## config.mk

```make
export PLATFORM = sky130hd
export DESIGN_NAME = rtp_mac
export DESIGN_NICKNAME = d
export VERILOG_FILES = /design/src/ray_triangle_row_parity_unit_assert.svh /design/src/rtp_pkg.sv /design/src/rtp_mac.sv
export SDC_FILE = /design/constraint.sdc
export NUM_CORES = 2
export LEC_CHECK = 0
export ABC_CLOCK_PERIOD_IN_PS = 17500
export BUFFER_PORTS_ARGS = -buffer_cell sky130_fd_sc_hd__buf_2
export CAP_MARGIN = 30
export CORE_ASPECT_RATIO = 1.4
export CORE_MARGIN = 5
export CORE_UTILIZATION = 50
export DETAILED_ROUTE_END_ITERATION = 6
export PLACE_DENSITY = 0.67
export SLEW_MARGIN = 40
export SYNTH_ARGS = -nofsm -noshare
export SYNTH_HDL_FRONTEND = slang
export SYNTH_SLANG_ARGS = --single-unit
```

## constraint.sdc

```tcl
create_clock -name clk -period 17.5 [get_ports clk]
set_input_delay 3.5 -clock clk [delete_from_list [all_inputs] [get_ports clk]]
set_output_delay 3.5 -clock clk [all_outputs]
set_load 0.05 [all_outputs]
```

## src/ray_triangle_row_parity_unit_assert.svh

```systemverilog
// Assertion macros shared by the ray triangle row parity unit.
`ifndef RAY_TRIANGLE_ROW_PARITY_UNIT_ASSERT_SVH
`define RAY_TRIANGLE_ROW_PARITY_UNIT_ASSERT_SVH

// The consequent must hold in the same cycle as the antecedent.
`define RTP_ASSERT_IMP(lbl, ante, cons) \
	lbl: assert property (@(posedge clk) disable iff (!arst_n) (ante) |-> (cons)) \
		else $error("rtp assertion failed");

// The consequent must hold in the cycle after the antecedent.
`define RTP_ASSERT_NXT(lbl, ante, cons) \
	lbl: assert property (@(posedge clk) disable iff (!arst_n) (ante) |=> (cons)) \
		else $error("rtp assertion failed");

`endif

```

## src/rtp_pkg.sv

```systemverilog
`default_nettype none
package rtp_pkg;

	localparam int GRID_DEF = 64;

	localparam int COORD_W = 24;
	localparam int EDGE_W  = 25;
	localparam int DET_W   = 51;
	localparam int OPND_W  = 27;
	localparam int PROD_W  = 54;
	localparam int TN_W    = 80;
	localparam int QUO_W   = 32;
	localparam int DIST_W  = 23;
	localparam int ROW_W   = 64;
	localparam int HIT_W   = 16;
	localparam int CFG_IDX_W = 3;
	localparam int Q_SPLIT = 26;

	localparam logic [CFG_IDX_W-1:0] CFG_ORIGIN_Y   = 3'd0;
	localparam logic [CFG_IDX_W-1:0] CFG_ORIGIN_Z   = 3'd1;
	localparam logic [CFG_IDX_W-1:0] CFG_START_X    = 3'd2;
	localparam logic [CFG_IDX_W-1:0] CFG_FIRST_DIST = 3'd3;
	localparam logic [CFG_IDX_W-1:0] CFG_CELL_SPAN  = 3'd4;

	localparam logic [DIST_W-1:0] FIRST_DIST_RST = 23'd1048576;
	localparam logic [DIST_W-1:0] CELL_SPAN_RST  = 23'd23068;

	typedef struct packed {
		logic signed [COORD_W-1:0] ax;
		logic signed [COORD_W-1:0] ay;
		logic signed [COORD_W-1:0] az;
		logic signed [COORD_W-1:0] bx;
		logic signed [COORD_W-1:0] by_coord;
		logic signed [COORD_W-1:0] bz;
		logic signed [COORD_W-1:0] cx_coord;
		logic signed [COORD_W-1:0] cy_coord;
		logic signed [COORD_W-1:0] cz_coord;
		logic                      last_triangle;
	} tri_in_t;

	typedef struct packed {
		logic [ROW_W-1:0] inside_row;
		logic [HIT_W-1:0] hit_count;
	} row_out_t;

	typedef struct packed {
		logic                start;
		logic [TN_W-1:0]     dividend;
		logic [DET_W-1:0]    divisor;
	} div_req_t;

	typedef enum logic [2:0] {
		ST_IDLE, ST_PREP, ST_MUL, ST_DRAIN, ST_TEST, ST_DIV, ST_CELL, ST_FINISH
	} state_t;

	typedef enum logic [3:0] {
		OP_DET_P, OP_DET_N, OP_U_P, OP_U_N, OP_Q0_P, OP_Q0_N, OP_Q1_P, OP_Q1_N,
		OP_Q2_P, OP_Q2_N, OP_T0_LO, OP_T0_HI, OP_T1_LO, OP_T1_HI, OP_T2_LO, OP_T2_HI
	} mac_op_t;

endpackage
`default_nettype wire

```

## src/rtp_mac.sv

```systemverilog
`default_nettype none
module rtp_mac (
	input  wire                                  clk,
	input  wire logic signed [rtp_pkg::OPND_W-1:0] a,
	input  wire logic signed [rtp_pkg::OPND_W-1:0] b,
	output logic signed [rtp_pkg::PROD_W-1:0]      prod_q
);
	import rtp_pkg::*;

	// Shared signed multiplier with a registered product.
	always_ff @(posedge clk) begin
		prod_q <= a * b;
	end
endmodule
`default_nettype wire

```

==> parameters.txt <==
Parameter                              Value

Synth
  Share of synthesized area occupied by flip-flops and latches ... 0.03912
  Synthesized netlist net count ... 3943
  Post-synth ARST share ... 0
  Synthesized instance count ... 2969
  Count of yosys warnings during synthesis ... 0
  Most used flip-flop cell after synthesis ... sky130_fd_sc_hd__dfxtp_1
  Number of synthesized register bits ... 54
  Cell area after synthesis ... 0.02763 mm2
  EDFF count, synth ... 0
  Synth unique cells ... 65
  Synthesized area per cell ... 9.307 um2

Die
  Width of the die ... 208.7 um
  Number of placed I/O pins ... 109
  Full die area ... 0.06013 mm2
  Number of standard-cell rows in the floorplan ... 102
  Vertical extent of the die ... 288.2 um
  Starting density of the core ... 0.5024
  Core Region ... 0.05501 mm2

Clock network
  Clock-pin slew reported for the worst setup and hold paths after clock tree synthesis ... 90 ps
  Post-CTS resize count ... 0
  Number of levels in the clock H-tree ... 2
  Root buffer selected by CTS ... sky130_fd_sc_hd__clkbuf_16
  Post-CTS Setup Repair Bufs ... 0
  TritonCTS clock tree ... built
  Cts bufs inserted ... 5
  Maximum clock path buffer count ... 2
  Hold-fix buffer count after cts ... 0
  Total number of clock tree sinks ... 54

Placement
  Estimated wirelength of the detail-placed design ... 63.71 mm
  Pre-CTS setup slack ... 6263 ps
  Port buffer count ... 108
  Final weighted congestion in routability-driven placement ... 0.9440

Timing
  # setup viols final ... 0
  Setup TNS ... 0 ps
  Post-route clock period utilization ... 0.6196
  Worst-margin pin slew ... 793.2 ps
  Final min period ... 10840 ps
  Final count of pins violating max slew ... 0
  Unrepaired setup endpoints after global routing ... false
  Minimum setup slack in the final design ... 6657 ps
  Slew margin rel. ... 0.4656
  Final hold violation count ... 0
  Max Clk Rate ... 0.09222 GHz

Cells and area
  Fraction of layout cells with a size suffix above 1 ... 0.04929
  Final net count ... 3915
  Top flop regs ... prod_q: 54 flops
  Flip-flop count of the largest register after layout ... 54
  Filler Cell Count ... 5101
  Largest register by flop count ... prod_q
  Layout overhead on the synthesized area ... 3.699%

Run
  # Max-Cap Violations ... 0

GRT
  First-pass GRT wire length ... 120.0 mm
  Number of antenna violations at the first check in global routing ... 5
  Overflow left after global routing ... 0
  Number of global-route vias before repair ... 22312
  Global router's overall resource usage ... 0.2599
  Maximum number of pins on one net before global-route repair ... 28

Setup path
  Start-to-end type of the worst setup path ... primary input to flip-flop
  Category of the worst setup path launch point ... primary input
  Worst EP arrival ... 11050 ps
  Crit path capture type ... flip-flop
  Critical path peak fanout ... 27
  Worst path required time ... 17710 ps

Outcome
  Violated checks ... DRC
  Status ... finished, violations left

Drt
  Via count normalized by instance count ... 5.301
  Detailed-route DRC error count ... 1
  DRT iter0 DRCs ... 958
  Total length of routed wires ... 75.82 mm
  Detailed Routing Iterations Pass 1 ... 7
  Avg WL per Cell ... 20.64 um
  Antenna viol nets, final ... 0
  Total number of vias ... 19477

Worst hold path
  Worst hold-check path type ... primary input to flip-flop
==> cell usage after synthesis, types with 2 or more instances <==
| master | number | area [um2] |
|---|---|---|
| sky130_fd_sc_hd__nand2b_1 | 11 | 68.82 |
| sky130_fd_sc_hd__or3_1 | 2 | 12.51 |
| sky130_fd_sc_hd__buf_2 | 3 | 15.01 |
| sky130_fd_sc_hd__o211ai_1 | 3 | 22.52 |
| sky130_fd_sc_hd__xor2_1 | 14 | 122.6 |
| sky130_fd_sc_hd__and3_1 | 5 | 31.28 |
| sky130_fd_sc_hd__a211oi_1 | 7 | 52.55 |
| sky130_fd_sc_hd__o31a_1 | 2 | 17.52 |
| sky130_fd_sc_hd__xnor2_1 | 43 | 376.6 |
| sky130_fd_sc_hd__and2_1 | 299 | 1871 |
| sky130_fd_sc_hd__nor2_1 | 42 | 157.7 |
| sky130_fd_sc_hd__o21bai_1 | 10 | 75.07 |
| sky130_fd_sc_hd__ha_1 | 158 | 1977 |
| sky130_fd_sc_hd__a21o_2 | 3 | 26.28 |
| sky130_fd_sc_hd__nor3_1 | 4 | 20.02 |
| sky130_fd_sc_hd__a21o_1 | 41 | 307.8 |
| sky130_fd_sc_hd__a21oi_1 | 36 | 180.2 |
| sky130_fd_sc_hd__clkbuf_1 | 136 | 510.5 |
| sky130_fd_sc_hd__buf_1 | 2 | 7.510 |
| sky130_fd_sc_hd__nand2_1 | 421 | 1580 |
| sky130_fd_sc_hd__nor2b_1 | 2 | 12.51 |
| sky130_fd_sc_hd__fa_1 | 761 | 15230 |
| sky130_fd_sc_hd__a221oi_1 | 2 | 17.52 |
| sky130_fd_sc_hd__a2111oi_0 | 3 | 26.28 |
| sky130_fd_sc_hd__clkbuf_8 | 2 | 27.53 |
| sky130_fd_sc_hd__dfxtp_1 | 54 | 1081 |
| sky130_fd_sc_hd__a21oi_2 | 2 | 17.52 |
| sky130_fd_sc_hd__and4_1 | 2 | 17.52 |
| sky130_fd_sc_hd__o21ai_1 | 6 | 30.03 |
| sky130_fd_sc_hd__nand3_1 | 9 | 45.04 |
| sky130_fd_sc_hd__inv_1 | 822 | 3085 |
| sky130_fd_sc_hd__or2_2 | 3 | 18.77 |
| sky130_fd_sc_hd__a221o_1 | 2 | 20.02 |
| sky130_fd_sc_hd__nand4_1 | 9 | 56.30 |
| sky130_fd_sc_hd__a31oi_1 | 6 | 37.54 |
| sky130_fd_sc_hd__buf_6 | 2 | 22.52 |
| sky130_fd_sc_hd__o21ai_0 | 11 | 55.05 |
| sky130_fd_sc_hd__o21a_1 | 2 | 15.01 |
==> layout make-up <==
| class | count | area (um2) | area share |
|---|---|---|---|
| multi-input combinational | 1947 | 22850 | 0.7974 |
| inverter | 822 | 3085 | 0.1077 |
| sequential | 54 | 1081 | 0.03773 |
| tap | 728 | 910.9 | 0.03179 |
| timing repair buffer | 111 | 563.0 | 0.01965 |
| clock buffer | 5 | 125.1 | 0.004366 |
| clock inverter | 3 | 28.78 | 0.001004 |
| antenna | 4 | 10.01 | 0.0003493 |
==> final timing paths <==
kind	slack, ps	endpoint	start	cells after the start
max	6660	prod_q[53]	b[0]	23
min	3720	prod_q[0]	a[0]	2
==> cell families (layout without fill, tap and decap cells) <==
| family | Yosys count | after routing | share of synthesized area |
|---|---|---|---|
| buffers and inverters | 968 | 941 | 0.1339 |
| adder cells (fa/ha/maj) | 919 | 919 | 0.6229 |
| AND/OR/NAND/NOR | 816 | 816 | 0.1433 |
| AO/OA/AOI/OAI | 155 | 155 | 0.04275 |
| XOR/XNOR | 57 | 57 | 0.01807 |
| flip-flops | 54 | 54 | 0.03912 |
| other | 0 | 4 | 0 |
==> placed cells by master, fill, tap and decap left out, drive strengths merged, types with 5 or more instances in the layout <==
cell type  netlist  final
inv            822    823
fa             761    761
nand2          421    421
and2           299    299
ha             158    158
buf              7    111
dfxtp           54     54
a21o            44     44
xnor2           43     43
nor2            42     42
a21oi           38     38
o21ai           18     18
xor2            14     14
nand2b          11     11
o21bai          10     10
nand4            9      9
nand3            9      9
a211oi           8      8
a31oi            7      7
and3             7      7
clkbuf         138      5
nor3             5      5
==> per-stage QoR <==
step	cell area, um2	hold WS (ps)	cells	utilization
2_1_floorplan	27630	3752	2969	-
6_report	28660	3725	3674	0.5210
4_1_cts	28650	3729	3670	0.5208
5_1_grt	28650	3735	3672	0.5209
3_5_place_dp	28490	3969	3662	0.5180
3_3_place_gp	28490	3970	3662	0.5180
==> critical path, cell delays in order <==
cell and delay, ps:
sky130_fd_sc_hd__buf_2 460, sky130_fd_sc_hd__nand2_1 250, sky130_fd_sc_hd__inv_1 140, sky130_fd_sc_hd__fa_1 510, sky130_fd_sc_hd__fa_1 650, sky130_fd_sc_hd__fa_1 600
sky130_fd_sc_hd__ha_1 450, sky130_fd_sc_hd__inv_1 430, sky130_fd_sc_hd__fa_1 620, sky130_fd_sc_hd__inv_1 50, sky130_fd_sc_hd__fa_1 530, sky130_fd_sc_hd__inv_1 50
sky130_fd_sc_hd__fa_1 470, sky130_fd_sc_hd__inv_1 40, sky130_fd_sc_hd__ha_1 380, sky130_fd_sc_hd__nand4_1 150, sky130_fd_sc_hd__or2_2 330, sky130_fd_sc_hd__a2111oi_0 570
sky130_fd_sc_hd__a211oi_2 150, sky130_fd_sc_hd__nand2b_1 140, sky130_fd_sc_hd__a31o_1 260, sky130_fd_sc_hd__and4_1 240, sky130_fd_sc_hd__nor3_2 50
==> per-layer routing <==
| layer | up-vias | wire [um] | track usage |
|---|---|---|---|
| met5 | - | 0 | 0 |
| met4 | 0 | 8340 | 0.2239 |
| met3 | 295 | 2930 | 0.02662 |
| met2 | 663 | 41770 | 0.4872 |
| met1 | 10190 | 22780 | 0.2521 |
| li1 | 8329 | - | - |
Power is not shown: default switching activity piles up to over one toggle a cycle in this logic, so the estimate is an artifact.
