--- src/ray_triangle_row_parity_unit_assert.svh ---
// Assertion macros shared by the ray triangle row parity unit.
`ifndef RAY_TRIANGLE_ROW_PARITY_UNIT_ASSERT_SVH
`define RAY_TRIANGLE_ROW_PARITY_UNIT_ASSERT_SVH

// The consequent must hold in the same cycle as the antecedent.
`define RTP_ASSERT_IMP(lbl, ante, cons) \
	lbl: assert property (@(posedge clk) disable iff (!arst_n) (ante) |-> (cons)) \
		else $error("rtp assertion failed");

// The consequent must hold in the cycle after the antecedent.
`define RTP_ASSERT_NXT(lbl, ante, cons) \
	lbl: assert property (@(posedge clk) disable iff (!arst_n) (ante) |=> (cons)) \
		else $error("rtp assertion failed");

`endif

--- src/rtp_pkg.sv ---
`default_nettype none
package rtp_pkg;

	localparam int GRID_DEF = 64;

	localparam int COORD_W = 24;
	localparam int EDGE_W  = 25;
	localparam int DET_W   = 51;
	localparam int OPND_W  = 27;
	localparam int PROD_W  = 54;
	localparam int TN_W    = 80;
	localparam int QUO_W   = 32;
	localparam int DIST_W  = 23;
	localparam int ROW_W   = 64;
	localparam int HIT_W   = 16;
	localparam int CFG_IDX_W = 3;
	localparam int Q_SPLIT = 26;

	localparam logic [CFG_IDX_W-1:0] CFG_ORIGIN_Y   = 3'd0;
	localparam logic [CFG_IDX_W-1:0] CFG_ORIGIN_Z   = 3'd1;
	localparam logic [CFG_IDX_W-1:0] CFG_START_X    = 3'd2;
	localparam logic [CFG_IDX_W-1:0] CFG_FIRST_DIST = 3'd3;
	localparam logic [CFG_IDX_W-1:0] CFG_CELL_SPAN  = 3'd4;

	localparam logic [DIST_W-1:0] FIRST_DIST_RST = 23'd1048576;
	localparam logic [DIST_W-1:0] CELL_SPAN_RST  = 23'd23068;

	typedef struct packed {
		logic signed [COORD_W-1:0] ax;
		logic signed [COORD_W-1:0] ay;
		logic signed [COORD_W-1:0] az;
		logic signed [COORD_W-1:0] bx;
		logic signed [COORD_W-1:0] by_coord;
		logic signed [COORD_W-1:0] bz;
		logic signed [COORD_W-1:0] cx_coord;
		logic signed [COORD_W-1:0] cy_coord;
		logic signed [COORD_W-1:0] cz_coord;
		logic                      last_triangle;
	} tri_in_t;

	typedef struct packed {
		logic [ROW_W-1:0] inside_row;
		logic [HIT_W-1:0] hit_count;
	} row_out_t;

	typedef struct packed {
		logic                start;
		logic [TN_W-1:0]     dividend;
		logic [DET_W-1:0]    divisor;
	} div_req_t;

	typedef enum logic [2:0] {
		ST_IDLE, ST_PREP, ST_MUL, ST_DRAIN, ST_TEST, ST_DIV, ST_CELL, ST_FINISH
	} state_t;

	typedef enum logic [3:0] {
		OP_DET_P, OP_DET_N, OP_U_P, OP_U_N, OP_Q0_P, OP_Q0_N, OP_Q1_P, OP_Q1_N,
		OP_Q2_P, OP_Q2_N, OP_T0_LO, OP_T0_HI, OP_T1_LO, OP_T1_HI, OP_T2_LO, OP_T2_HI
	} mac_op_t;

endpackage
`default_nettype wire

--- src/rtp_div.sv ---
`default_nettype none
module rtp_div (
	input  wire                               clk,
	input  wire                               arst_n,
	input  wire rtp_pkg::div_req_t            req,
	output logic                              done_q,
	output logic [rtp_pkg::QUO_W-1:0]         quotient
);
	import rtp_pkg::*;

	// Restoring division, one quotient bit per cycle. The upper part of the
	// dividend must already be below the divisor.
	logic [DET_W-1:0] rem_q;
	logic [QUO_W-1:0] low_q;
	logic [DET_W-1:0] div_q;
	logic [4:0]       cnt_q;
	logic             busy_q;
	logic [DET_W:0]   trial;
	logic             take;

	assign trial = {rem_q, low_q[QUO_W-1]};
	assign take = trial >= {1'b0, div_q};
	assign quotient = low_q;

	always_ff @(posedge clk or negedge arst_n) begin
		if (!arst_n) begin
			busy_q <= 1'b0;
			done_q <= 1'b0;
			cnt_q <= '0;
		end else begin
			done_q <= 1'b0;
			if (req.start) begin
				busy_q <= 1'b1;
				cnt_q <= '0;
			end else if (busy_q) begin
				cnt_q <= cnt_q + 5'd1;
				if (cnt_q == 5'd31) begin
					busy_q <= 1'b0;
					done_q <= 1'b1;
				end
			end
		end
	end

	always_ff @(posedge clk) begin
		if (req.start) begin
			rem_q <= DET_W'(req.dividend[TN_W-1:QUO_W]);
			low_q <= req.dividend[QUO_W-1:0];
			div_q <= req.divisor;
		end else if (busy_q) begin
			rem_q <= take ? DET_W'(trial - {1'b0, div_q}) : trial[DET_W-1:0];
			low_q <= {low_q[QUO_W-2:0], take};
		end
	end
endmodule
`default_nettype wire

--- config.mk ---
export PLATFORM = sky130hd
export DESIGN_NAME = rtp_div
export DESIGN_NICKNAME = d
export VERILOG_FILES = /design/src/ray_triangle_row_parity_unit_assert.svh /design/src/rtp_pkg.sv /design/src/rtp_div.sv
export SDC_FILE = /design/constraint.sdc
export NUM_CORES = 1
export LEC_CHECK = 0
export BUFFER_PORTS_ARGS = -buffer_cell sky130_fd_sc_hd__buf_2
export CAP_MARGIN = 40
export CORE_UTILIZATION = 60
export DETAILED_ROUTE_END_ITERATION = 8
export PLACE_DENSITY_LB_ADDON = 0.15
export SLEW_MARGIN = 20
export SYNTH_ARGS = -nofsm -noshare
export SYNTH_HDL_FRONTEND = slang
export SYNTH_SLANG_ARGS = --single-unit
--- constraint.sdc ---
create_clock -name clk -period 8.2 [get_ports clk]
set_clock_uncertainty 0.15 [all_clocks]
set_input_delay 2.05 -clock clk [delete_from_list [all_inputs] [get_ports clk]]
set_output_delay 2.05 -clock clk [all_outputs]
set_load 0.03 [all_outputs]
==> flow_summary.json, run 1 <==
{
  "vdd.ir_drop.worst_uv": 263,
  "syn_inst": 976,
  "fp.dieH_um": 127,
  "place_congestion": 0.944,
  "required_ns": 8.23,
  "row_count": 45,
  "crit_fanout": 56,
  "io_pins": 167,
  "critical-path-max-stage-delay_ns": 0.55,
  "synthDistinctLibCells": 72,
  "insertion_delay_ns": 0.43,
  "vias": 8243,
  "final_cell_mix": "buf_2, edfxtp_1, nand2_1, a21oi_1, nor2_1",
  "whs_ns": 0.382,
  "root_buffer": "clkbuf_16",
  "r2r_end": "rem_q[1]$_DFFE_PP_",
  "synth_edf_count": 131,
  "final_common_cell": "buf_2",
  "die_w_um": 127,
  "avgViaCountPerCell": 6.26,
  "layout.nets": 1304,
  "max-clock-path-buffers": 2,
  "period_needed_ns": 4.21,
  "drt-total-wl_mm": 24.1,
  "hold_path_class": "flop to flop",
  "clkTransAtPathRegs_ns": 0.06,
  "cts.sinks": 141,
  "status": "finished, final reports clean",
  "post-route-util_pct": 71.5,
  "crit_slowest_cell": "inv_2",
  "h-tree-depth": 4,
  "hold_path_depth": 2,
  "fin_crit_sh_pct": 51.4,
  "io_buffers": 166,
  "cts_setup_buffers": 0,
  "worst_r2r_path_depth": 10,
  "setup_viol": 0,
  "clock.fmax_mhz": 237,
  "dr.pass1.iters": 5,
  "slew_headroom_pct": 51.8,
  "holdPathEnd": "cnt_q[4]$_DFFE_PN0P_",
  "ant_nets": 0,
  "p_leak_nw": 4.68,
  "ys_warn_count": 0,
  "reg2reg_from": "rem_q[15]$_DFFE_PP_",
  "ys_seq_elements": 141,
  "wl_per_cell_um": 18.3,
  "hold_buffers": 0,
  "antenna_found_initial": 0,
  "dr.first_iter.drc_count": 816,
  "crit_path_cell_trace": "buf_4 > inv_2 > buf_4 > o21ai_0 > nor4b_1 > and3b_1",
  "hold_start": "cnt_q[4]$_DFFE_PN0P_",
  "dieArea_um2": 16100,
  "r2r_setup_slack_ns": 4.14,
  "drcViolationCount": 0,
  "rsz0062_at_grt": "false",
  "worst_pin_slew_ns": 0.723,
  "worstSetupEndpointType": "flop",
  "drv_slew": 0,
  "areaGrowthSynthToFinish_pct": 16.1,
  "grt_pass1_vias": 7721,
  "cts_tree": "done",
  "critPathKind": "primary input to flop",
  "start_kind": "primary input",
  "maxCapViolations": 0,
  "crit_top_cell": "buf_4",
  "path_delay_family": "buffers and inverters",
  "overflow": 0,
  "antenna_cells": 0,
  "synthFlopType": "edfxtp_1",
  "cts_resized": 0,
  "core-area_um2": 15200,
  "drive_gt1_share_pct": 22.4,
  "synth_area_um2": 9360,
  "grt_pass1_wl_mm": 38.5,
  "yosysSeqAreaShare_pct": 44.5,
  "dp_hpwl_mm": 17.3,
  "start_util_pct": 61.6,
  "grt_max_degree": 57,
  "finalHoldViolCount": 0,
  "tns_ns": 0,
  "fill_cells": 1145,
  "synth.avg_cell_area_um2": 9.59,
  "path_buf_inv": 3,
  "cp.arrival_ns": 4.24,
  "track_usage_pct": 30.6,
  "powerDensity_nw_per_um2": 361,
  "syn-num-nets": 1164,
  "cts_buffers": 17,
  "synth-async-reset-ratio_pct": 4.96
}
-- worst min-delay path: stages, from the launching register on --
cell,delay (ns)
dfrtp_1,0.35
mux2i_1,0.07
nor2_1,0.07
-- Yosys cell counts (all sizes together) (3+ instances only) --
master,instances,area share [%]
edfxtp,131,42
nand2,107,4.3
a21oi,82,4.5
nor2,77,3.2
inv,70,2.8
ha,53,7.1
o21ai,39,2.1
mux2,35,4.2
clkbuf,31,1.2
nor3,28,1.5
nand4,26,1.7
a31oi,23,1.5
xnor2,22,2.1
buf,21,1.1
a21o,17,1.4
nand3,16,0.91
o21bai,16,1.3
and3,12,0.80
nor4,12,0.80
a2bb2oi,10,0.94
xor2,10,0.94
and2,9,0.60
dfrtp,7,1.9
o211ai,7,0.56
o31ai,7,0.56
or3,7,0.47
a21boi,6,0.48
a311oi,6,0.63
and4,6,0.56
nand2b,6,0.40
o21a,5,0.40
o2bb2ai,5,0.47
a2111oi,4,0.37
a221o,4,0.43
mux2i,4,0.43
nor3b,4,0.32
or2,4,0.27
a211oi,3,0.24
dfxtp,3,0.64
nor2b,3,0.20
o2111ai,3,0.28
o31a,3,0.28
-- cells by family (layout without fill, tap and decap cells) --
logic type      Yosys count  in the layout  synth area share [%]
flops                   141            141                  44.5
compound gates          260            260                  18.3
mux                      39             39                  4.64
buf+inv                 123            276                  5.16
xor+xnor                 32             32                  2.99
fa+ha+maj                54             54                  7.30
simple gates            327            327                  17.0
-- registers in the layout, indices dropped and copies added, names as in the netlist --
name	flops
div_q	51
rem_q	51
quotient	32
cnt_q	5
busy_q	1
done_q	1
-- worst max path at each step --
stage	start	endpoint	slack (ns)	cells past startpoint
detailed placement	req[131]	rem_q[43]$_DFFE_PP_	3.61	6
floorplan	req[131]	quotient[0]$_DFFE_PP_	3.35	4
CTS	req[131]	rem_q[43]$_DFFE_PP_	4.04	6
global route	req[131]	rem_q[43]$_DFFE_PP_	3.80	6
global placement	req[131]	quotient[4]$_DFFE_PP_	3.58	4
finish	req[131]	rem_q[43]$_DFFE_PP_	3.99	6
-- metal layers --
metal / routed length, um / vias to the layer above / global-route usage [%] / share of wire, %
li1: - / 3914 / - / -
met1: 10600 / 3881 / 43.6 / 44
met2: 10900 / 413 / 47.9 / 45
met3: 2220 / 35 / 6.37 / 9.2
met4: 330 / 0 / 7.70 / 1.4
met5: 0 / - / 0 / 0
-- power breakdown --
group          switching [mW]  total (mW)  internal (mW)
logic                    1.29        2.05          0.764
registers              0.0999        1.10          0.999
clock network           0.341       0.770          0.429
-- metrics by stage --
stage | total power [mW] | instance area, um2 | instances | setup slack, ns
global route | 4.18 | 10900 | 1317 | 3.80
floorplan | 2.62 | 9360 | 976 | 3.35
finish | 3.92 | 10900 | 1317 | 3.99
global placement | 3.06 | 10200 | 1283 | 3.58
CTS | 3.88 | 10900 | 1317 | 4.04
detailed placement | 3.10 | 10300 | 1285 | 3.61
-- final cells by class --
| class | count | area, um2 | share of cell area (%) |
|---|---|---|---|
| Tap cell | 188 | 235 | 2.17 |
| Multi-Input combinational cell | 712 | 4710 | 43.3 |
| Inverter | 71 | 267 | 2.45 |
| Sequential cell | 141 | 4170 | 38.4 |
| Clock buffer | 17 | 425 | 3.92 |
| Timing Repair Buffer | 173 | 911 | 8.39 |
| Clock inverter | 15 | 149 | 1.37 |
Note: power is estimated with default switching activity, not from simulation.
==> inputs of run 2 (changes only) <==
Settings changed: CORE_UTILIZATION 60 to 52.
Clock period 8.2 ns to 3.5 ns, I/O delays scaled along.
==> flow_summary.json, run 2 (synthesis gave the netlist of run 1 again) <==
{
  "status": "finished, final reports clean",
  "regArea_um2": 4170,
  "overflow": 0,
  "crit_path_cell_trace": "inv_1 > ha_1 > fa_1 > nand2b_4 > a21o_1 > a2111o_1 > nand4b_2 > a21oi_2 > or4b_1 > a2111oi_2 > nor4_1",
  "avgViaCountPerCell": 5.93,
  "dieArea_um2": 18500,
  "powerDensity_nw_per_um2": 856,
  "areaGrowthSynthToFinish_pct": 19.9,
  "vdd.ir_drop.worst_uv": 465,
  "max-clock-path-buffers": 2,
  "crit_fanout": 4,
  "worst_slack_ns": 0.145,
  "grt_util_met2_pct": 43.3,
  "slew_headroom_pct": 58.0,
  "drcViolationCount": 0,
  "grtUsageMet1_pct": 37.9,
  "clkTransAtPathRegs_ns": 0.07,
  "core-area_um2": 17400,
  "period_needed_ns": 3.35,
  "final_cell_mix": "buf_2, edfxtp_1, nand2_1, a21oi_1, nor2_1",
  "wl_per_cell_um": 18.3,
  "h-tree-depth": 4,
  "hold_path_class": "primary input to asynchronous set/reset pin",
  "path_delay_family": "compound AO/OA/AOI/OAI gates",
  "p_leak_nw": 4.84,
  "cts_tree": "done",
  "fill_cells": 1422,
  "worst_pin_slew_ns": 0.631,
  "required_ns": 3.52,
  "antenna_cells": 0,
  "vias": 8196,
  "worst_r2r_path_depth": 11,
  "tns_ns": 0,
  "place_congestion": 0.951,
  "ant_nets": 0,
  "post-place-ws_ns": 0.0826,
  "fp.dieH_um": 136,
  "start_kind": "flop",
  "io_pins": 167,
  "critPathKind": "flop to flop",
  "grt_max_degree": 81,
  "grt_pass1_wl_mm": 38.9,
  "multi_input_area_um2": 4740,
  "insertion_delay_ns": 0.43,
  "cp.arrival_ns": 3.38,
  "final_area_um2": 11200,
  "fin_crit_sh_pct": 95.9,
  "grt_pass1_vias": 7651,
  "track_usage_pct": 27.5,
  "cts_buffers": 17,
  "crit_slowest_cell": "or4b_1",
  "start_util_pct": 53.7,
  "setup_viol": 0,
  "io_buffers": 166,
  "finalHoldViolCount": 0,
  "hold_buffers": 0,
  "met3_usage_pct": 5.33,
  "row_count": 48,
  "drive_gt1_share_pct": 24.9,
  "drt-total-wl_mm": 25.4,
  "whs_ns": 0.124,
  "post-route-util_pct": 64.4,
  "clock.fmax_mhz": 298,
  "rsz0062_at_grt": "false",
  "die_w_um": 136,
  "antenna_found_initial": 0,
  "final_common_cell": "buf_2",
  "path_buf_inv": 1,
  "dr.first_iter.drc_count": 848,
  "drv_slew": 0,
  "critical-path-max-stage-delay_ns": 0.58,
  "root_buffer": "clkbuf_16",
  "worstSetupEndpointType": "flop",
  "busiest_layer": "met2",
  "cp.depth": 11,
  "cts.sinks": 141,
  "layout.nets": 1332,
  "dr.pass1.iters": 7,
  "maxCapViolations": 0,
  "dp_hpwl_mm": 18.4,
  "placed_cell_area_um2": 10600
}
-- run 2: changes by cell type in the layout (fill, tap and decap cells not counted), moves of 2 or more --
cell | before | now
buf_4 | 6 | 33
clkinv_8 | 0 | 7
inv_6 | 6 | 1
clkinv_4 | 0 | 3
clkinv_2 | 2 | 0
-- run 2: metal layers --
metal  part of all wire [%]  wire (um)
met4                    2.5        629
met3                    6.8       1720
met2                     46      11600
met5                      0          0
met1                     45      11400
-- run 2: repair_timing --
action	CTS	global route
buffers inserted	0	0
endpoints found under the setup margin	0	26
gates resized for setup	0	8
-- run 2: worst register-to-register path, stage by stage, from the launching register on --
cell and delay [ns]:
edfxtp_1 0.35, inv_1 0.05, ha_1 0.21, fa_1 0.38, nand2b_4 0.17, a21o_1 0.17, a2111o_1 0.41, nand4b_2 0.13
a21oi_2 0.09, or4b_1 0.58, a2111oi_2 0.32, nor4_1 0.09
-- run 2: final timing paths --
| kind | endpoint | start | slack, ns |
|---|---|---|---|
| max in group asynchronous | done_q$_DFF_PN0_ | arst_n | 2.90 |
| worst min-delay path | cnt_q[0]$_DFFE_PN0P_ | arst_n | 0.12 |
| min in group clk | cnt_q[4]$_DFFE_PN0P_ | cnt_q[4]$_DFFE_PN0P_ | 0.38 |
| worst max-delay path | rem_q[46]$_DFFE_PP_ | quotient[31]$_DFFE_PP_ | 0.15 |
| worst max register to register | rem_q[46]$_DFFE_PP_ | quotient[31]$_DFFE_PP_ | 0.15 |
| worst min register to register | cnt_q[4]$_DFFE_PN0P_ | cnt_q[4]$_DFFE_PN0P_ | 0.38 |
-- run 2: where the power goes --
part	switching, mW	internal (mW)	leakage (nW)
logic	3.16	2.02	3.09
clock network	0.882	0.976	0.300
registers	0.228	2.34	1.45
-- run 2: cell type report --
type	instances	share of cell area, %
Clock buffer	17	3.79
Clock inverter	15	1.77
Tap cell	225	2.51
Inverter	71	2.41
Sequential cell	141	37.2
Multi-Input combinational cell	712	42.3
Timing Repair Buffer	201	10.1
-- run 2: metrics by stage --
stage	power, mW	cells
after floorplan	6.14	976
after CTS	9.51	1382
after global placement	7.54	1350
after global routing	10.2	1382
final	9.61	1382
after detailed placement	7.59	1350
